==> src/rtl/core/xtea_pkg.sv <==
// xtea_pkg: shared constants, types and helper functions of the xtea block cipher
// no dependencies; used by the interfaces, the cells, the key registers and the top level
`timescale 1ns / 1ps

package xtea_pkg;

  // cipher constants
  localparam int unsigned        RoundCountDefault = 32;
  localparam logic [31:0]        Delta             = 32'h9E37_79B9;
  localparam int unsigned        KeyWords          = 4;
  localparam int unsigned        CfgIndexWidth     = 8;

  // register indexes of the key words
  localparam logic [CfgIndexWidth-1:0] RegKeyZero  = 8'd0;
  localparam logic [CfgIndexWidth-1:0] RegKeyOne   = 8'd1;
  localparam logic [CfgIndexWidth-1:0] RegKeyTwo   = 8'd2;
  localparam logic [CfgIndexWidth-1:0] RegKeyThree = 8'd3;

  // key reset values
  localparam logic [31:0] KeyResetZero  = 32'h6C0A_5452;
  localparam logic [31:0] KeyResetOne   = 32'h0382_7D0F;
  localparam logic [31:0] KeyResetTwo   = 32'h3A17_0B92;
  localparam logic [31:0] KeyResetThree = 32'h16DB_7FC2;

  // action codes
  typedef enum logic {
    ActEncrypt = 1'b0,
    ActDecrypt = 1'b1
  } action_e;

  // full key, one word per key index
  typedef logic [KeyWords-1:0][31:0] key_set_t;

  // what travels from one cell to the next
  typedef struct packed {
    action_e     action;
    logic [31:0] v0;
    logic [31:0] v1;
  } blk_data_t;

  // delta times k, modulo 2^32, evaluated at elaboration
  function automatic logic [31:0] delta_times(input int unsigned k);
    logic [63:0] prod;
    prod = 64'(Delta) * 64'(k);
    return prod[31:0];
  endfunction

  // feistel mixing of one word
  function automatic logic [31:0] mix_word(input logic [31:0] v);
    return ((v << 4) ^ (v >> 5)) + v;
  endfunction

endpackage

==> src/rtl/core/xtea_cell.sv <==
// xtea_cell: one half round of xtea, registered, for either direction
// depends on xtea_pkg; instantiated in a chain by the top level
`timescale 1ns / 1ps

module xtea_cell
  import xtea_pkg::*;
#(
  parameter logic [31:0] EncSum = 32'h0,
  parameter logic [31:0] DecSum = 32'h0,
  parameter bit          Part   = 1'b0
) (
  input  logic      clk_i,
  input  logic      rst_ni,
  input  logic      en_i,
  input  logic      valid_i,
  input  blk_data_t data_i,
  input  key_set_t  key_i,
  output logic      valid_o,
  output blk_data_t data_o
);

  logic        valid_q;
  blk_data_t   data_q, data_d;
  logic        upd_first;
  logic [31:0] sum;
  logic [1:0]  kidx;
  logic [31:0] src, dst, f, upd;

  // encryption updates the first word in the first half, decryption the second
  assign upd_first = (data_i.action == ActDecrypt) ? Part : !Part;
  assign sum       = (data_i.action == ActDecrypt) ? DecSum : EncSum;
  assign kidx      = upd_first ? sum[1:0] : sum[12:11];
  assign src       = upd_first ? data_i.v1 : data_i.v0;
  assign dst       = upd_first ? data_i.v0 : data_i.v1;
  assign f         = mix_word(src) ^ (sum + key_i[kidx]);
  assign upd       = (data_i.action == ActDecrypt) ? dst - f : dst + f;

  // write back the updated word
  always_comb begin
    data_d        = data_i;
    if (upd_first) begin
      data_d.v0 = upd;
    end else begin
      data_d.v1 = upd;
    end
  end

  // occupancy flag
  always_ff @(posedge clk_i or negedge rst_ni) begin
    if (!rst_ni) begin
      valid_q <= 1'b0;
    end else if (en_i) begin
      valid_q <= valid_i;
    end
  end

  // payload
  always_ff @(posedge clk_i) begin
    if (en_i) begin
      data_q <= data_d;
    end
  end

  assign valid_o = valid_q;
  assign data_o  = data_q;

endmodule

==> config.mk <==
export PLATFORM = sky130hd
export DESIGN_NAME = xtea_cell
export DESIGN_NICKNAME = d
export VERILOG_FILES = /design/src/rtl/core/xtea_pkg.sv /design/src/rtl/core/xtea_cell.sv
export SDC_FILE = /design/constraint.sdc
export NUM_CORES = 1
export LEC_CHECK = 0
export BUFFER_PORTS_ARGS = -buffer_cell sky130_fd_sc_hd__buf_2
export CORE_MARGIN = 5
export CORE_UTILIZATION = 23
export DETAILED_ROUTE_END_ITERATION = 10
export GPL_TIMING_DRIVEN = 0
export PLACE_DENSITY = 0.38
export SYNTH_ARGS = -nofsm -noshare
export SYNTH_HDL_FRONTEND = slang
export SYNTH_SLANG_ARGS = --single-unit
==> constraint.sdc <==
create_clock -name clk_i -period 2.1 [get_ports clk_i]
set_input_delay 0.42 -clock clk_i [delete_from_list [all_inputs] [get_ports clk_i]]
set_output_delay 0.42 -clock clk_i [all_outputs]
set_load 0.02 [all_outputs]
==> results.md <==
* Critical Path AT at 5.96 ns
* Async set or reset register ratio after synthesis at 0.0152
* Via density at 4.83
* Data required time of the critical path at 2.16 ns
* Initial Util at 0.232
* Reg2reg path depth at 1
* Peak Freq at 170 MHz
* DP Worst Slack at -5.44 ns
* Clock Pin Slew Worst Setup and Hold Paths at 0.05 ns
* Number of nets in the layout at 1524
* Total of endpoints with negative setup slack in the final report at 62
* Share of post-route cells with drive strength above 1 at 0.462
* Antenna violations before repair at 1
* Setup ws final at -3.80 ns
* Post-synthesis net count at 1229
* Number of port buffers at 166
* H-tree Lvls at 3
* Total negative slack for setup checks at -169.58 ns
* Maximum number of pins on one net before global-route repair at 67
* Number of instances on the worst hold path at 1
* Vias in the first global route at 8415
* Unrepaired setup endpoints after global routing: yes
* Die span in x at 202 um
* Routed WL per cell at 20.9 um
* CTS Sinks at 66
* FP Rows at 70
* Slowest cell on crit path: sky130_fd_sc_hd__a2111o_1
* Worst Path Max Fanout at 8
* Area contributors post-synth: sky130_fd_sc_hd__edfxtp_1 (23%), sky130_fd_sc_hd__ha_1 (9.8%), sky130_fd_sc_hd__xnor2_1 (8.9%)
* Critical hold path startpoint: data_i[64]
* Type of the setup path with the least slack: primary input to flip-flop
* Final count of hold timing violations at 0
* Leading post-synthesis cells by instance count: sky130_fd_sc_hd__xnor2_1 (86), sky130_fd_sc_hd__nand2_1 (85), sky130_fd_sc_hd__o21ai_0 (76), sky130_fd_sc_hd__ha_1 (66), sky130_fd_sc_hd__edfxtp_1 (65)
* Worst-Skew Late Latency at 0.34 ns
* Fraction of the yosys area taken by sequential cells at 0.234
* DIE AREA at 40600 sq um
* Worst Skew at 0 ns
* Syn. warnings at 0
* DRT Pass-1 Iters at 6
* Leakage power of the design at 5.58 nW
* Flop-to-flop setup slack at 1.36 ns
* Pins Over Slew Limit at 0
* Kind of end point of the critical path: flip-flop
* Global-route wire length before repair at 53200 um
* HPWL reported at the end of detailed placement at 28500 um
* Post-synthesis area per instance at 8.76 sq um
* Clock buffer count from CTS at 9
* Failing checks: negative setup slack
* Total Power Consumption at 14.9 mW
* Core region area at 36400 sq um
* Placer Congestion at 0.886
* Maximum single-stage delay on the critical path at 0.45 ns
* Sum of routed wire length over all layers at 36100 um
* Worst slew margin relative to its limit at 0.413
* Synth area leader: sky130_fd_sc_hd__edfxtp_1
* Total via count after detailed routing at 8359
* Number of storage elements in the synthesis netlist at 66
* Primary flip-flop cell chosen by synthesis mapping: sky130_fd_sc_hd__edfxtp_1
* Min-Delay Endpoint: data_o[64]
* Worst-case hold slack at 0.268 ns
* Netlist area before placement at 8440 sq um
* Post-synth EDFFs at 65
* Minimum period implied by the final worst setup slack at 5.90 ns
* Max-cap check violation count at 0
* Yosys cell types at 89
* Detailed-route DRC error count at 0
* Endpoint of the worst register-to-register path: valid_o
* GRT Residual Overflow at 0
* Clock buffer depth at 2
* Number of DRC violations after detailed-routing iteration 0 at 430
* Worst Setup SP: data_i[64]
* Path category of the worst min-delay check: primary input to flip-flop
* Startpoint type of the worst setup path: primary input
* Max VDD drop at 0.499 mV
* Clock root buffer: sky130_fd_sc_hd__clkbuf_16
* Post-route antenna net violation count at 0
* Period Utilization, post-route at 2.81
* Count leader, synth: sky130_fd_sc_hd__xnor2_1
* Yosys top cell area share at 0.231
* Die height at 202 um
* Run status: finished, violations left
* Least-Margin Pin Slew at 0.880 ns
* Worst R2R Start: valid_o
* Count of mapped cells out of synthesis at 964
* Overall track demand over capacity in global routing at 0.172
* I/O Pins at 263
* Clock tree from TritonCTS: yes
* Relative area change from synthesis to final layout at 53.2%
* Inserted Diodes at 0
* Power density normalized to cell area at 1150 nW/um^2
worst max-delay path by stage:
stage               slack (ns)          to  depth (start not counted)
finish                   -3.80  data_o[28]                         29
detailed placement       -5.44  data_o[28]                         30
CTS                      -3.72  data_o[63]                         29
global route             -4.03  data_o[63]                         30
floorplan                -3.56  data_o[63]                         27
global placement         -5.49  data_o[28]                         30
power breakdown:
group          switching, mW  internal, mW  total [mW]
Sequential            0.0971          2.07        2.16
Clock                  0.544         0.776        1.32
Combinational           6.15          5.22        11.4
metrics by stage:
step           area, sq um  std cells   util
2_1_floorplan         8870        964      -
3_3_place_gp         10300       1598  0.282
3_5_place_dp         10300       1598  0.282
4_1_cts              12300       1702  0.338
5_1_grt              12900       1731  0.355
6_report             12900       1731  0.355
cell usage in the layout (no fill, tap or decap), types with 7 or more instances in the layout:
cell                        count
sky130_fd_sc_hd__o21ai_1       40
sky130_fd_sc_hd__ha_1          46
sky130_fd_sc_hd__nand2_2        7
sky130_fd_sc_hd__o21bai_1      16
sky130_fd_sc_hd__nor2_2         7
sky130_fd_sc_hd__buf_2        164
sky130_fd_sc_hd__edfxtp_1      65
sky130_fd_sc_hd__xnor2_2       22
sky130_fd_sc_hd__xor2_2         7
sky130_fd_sc_hd__a21o_1        47
sky130_fd_sc_hd__nand4_1       13
sky130_fd_sc_hd__buf_12        14
sky130_fd_sc_hd__nand2_4       10
sky130_fd_sc_hd__a21oi_2       28
sky130_fd_sc_hd__clkbuf_1       9
sky130_fd_sc_hd__nand2_1       68
sky130_fd_sc_hd__and3_1         9
sky130_fd_sc_hd__inv_1         31
sky130_fd_sc_hd__clkbuf_16     18
sky130_fd_sc_hd__buf_6          8
sky130_fd_sc_hd__nand2b_1      13
sky130_fd_sc_hd__ha_4          15
sky130_fd_sc_hd__buf_4        112
sky130_fd_sc_hd__nand3_1       12
sky130_fd_sc_hd__xnor2_4       11
sky130_fd_sc_hd__o21a_1        13
sky130_fd_sc_hd__a21oi_1       28
sky130_fd_sc_hd__nor2b_1       15
sky130_fd_sc_hd__nor3_1        14
sky130_fd_sc_hd__nor2_1        46
sky130_fd_sc_hd__xor2_1        37
sky130_fd_sc_hd__o21ai_0       24
sky130_fd_sc_hd__o211ai_1       7
sky130_fd_sc_hd__o21ai_2       11
sky130_fd_sc_hd__mux2_2        32
sky130_fd_sc_hd__xnor2_1       55
kinds of logic after synthesis:
logic type | synth area share
DFF | 0.234
buffers and inverters | 0.0385
AOI/OAI and AO/OA | 0.249
adders and majority gates | 0.103
xor gates and xnor gates | 0.158
and+or+nand+nor | 0.169
muxes | 0.0488
state kept, by name, summed over array words and instances, names as in the netlist:
| register | cells |
|---|---|
| data_o | 65 |
| valid_o | 1 |
layout make-up:
| cell class | count | area (sq um) |
|---|---|---|
| timing repair buffer | 290 | 1900 |
| clock inverter | 5 | 22.5 |
| multi-input combinational | 825 | 7630 |
| inverter | 34 | 128 |
| buffer | 33 | 463 |
| fill | 3734 | 23500 |
| clock buffer | 10 | 229 |
| sequential | 66 | 1980 |
| tap | 468 | 586 |
routing by layer:
metal / global-route usage / share of wire / vias up
met5: 0 / 0.00036 / -
met4: 0.0444 / 0.019 / 2
met3: 0.0184 / 0.033 / 33
met2: 0.271 / 0.45 / 175
met1: 0.251 / 0.50 / 4003
li1: - / - / 4146
timing repair:
action	CTS	global route
setup endpoints to repair	64	64
buffers inserted	94	29
endpoints found under the hold margin	1	0
gates resized for setup	213	70
pin swaps	115	65
hold buffers	1	0
cloned	1	0
worst max-delay path: cells and delay by family:
kind	cells	cell delay, ns
XOR/XNOR	2	0.49
buffers and inverters	5	0.77
AND/OR/NAND/NOR	8	0.97
adder cells (fa/ha/maj)	2	0.59
AO/OA/AOI/OAI	12	2.69
(Power assumes the default switching activity.)
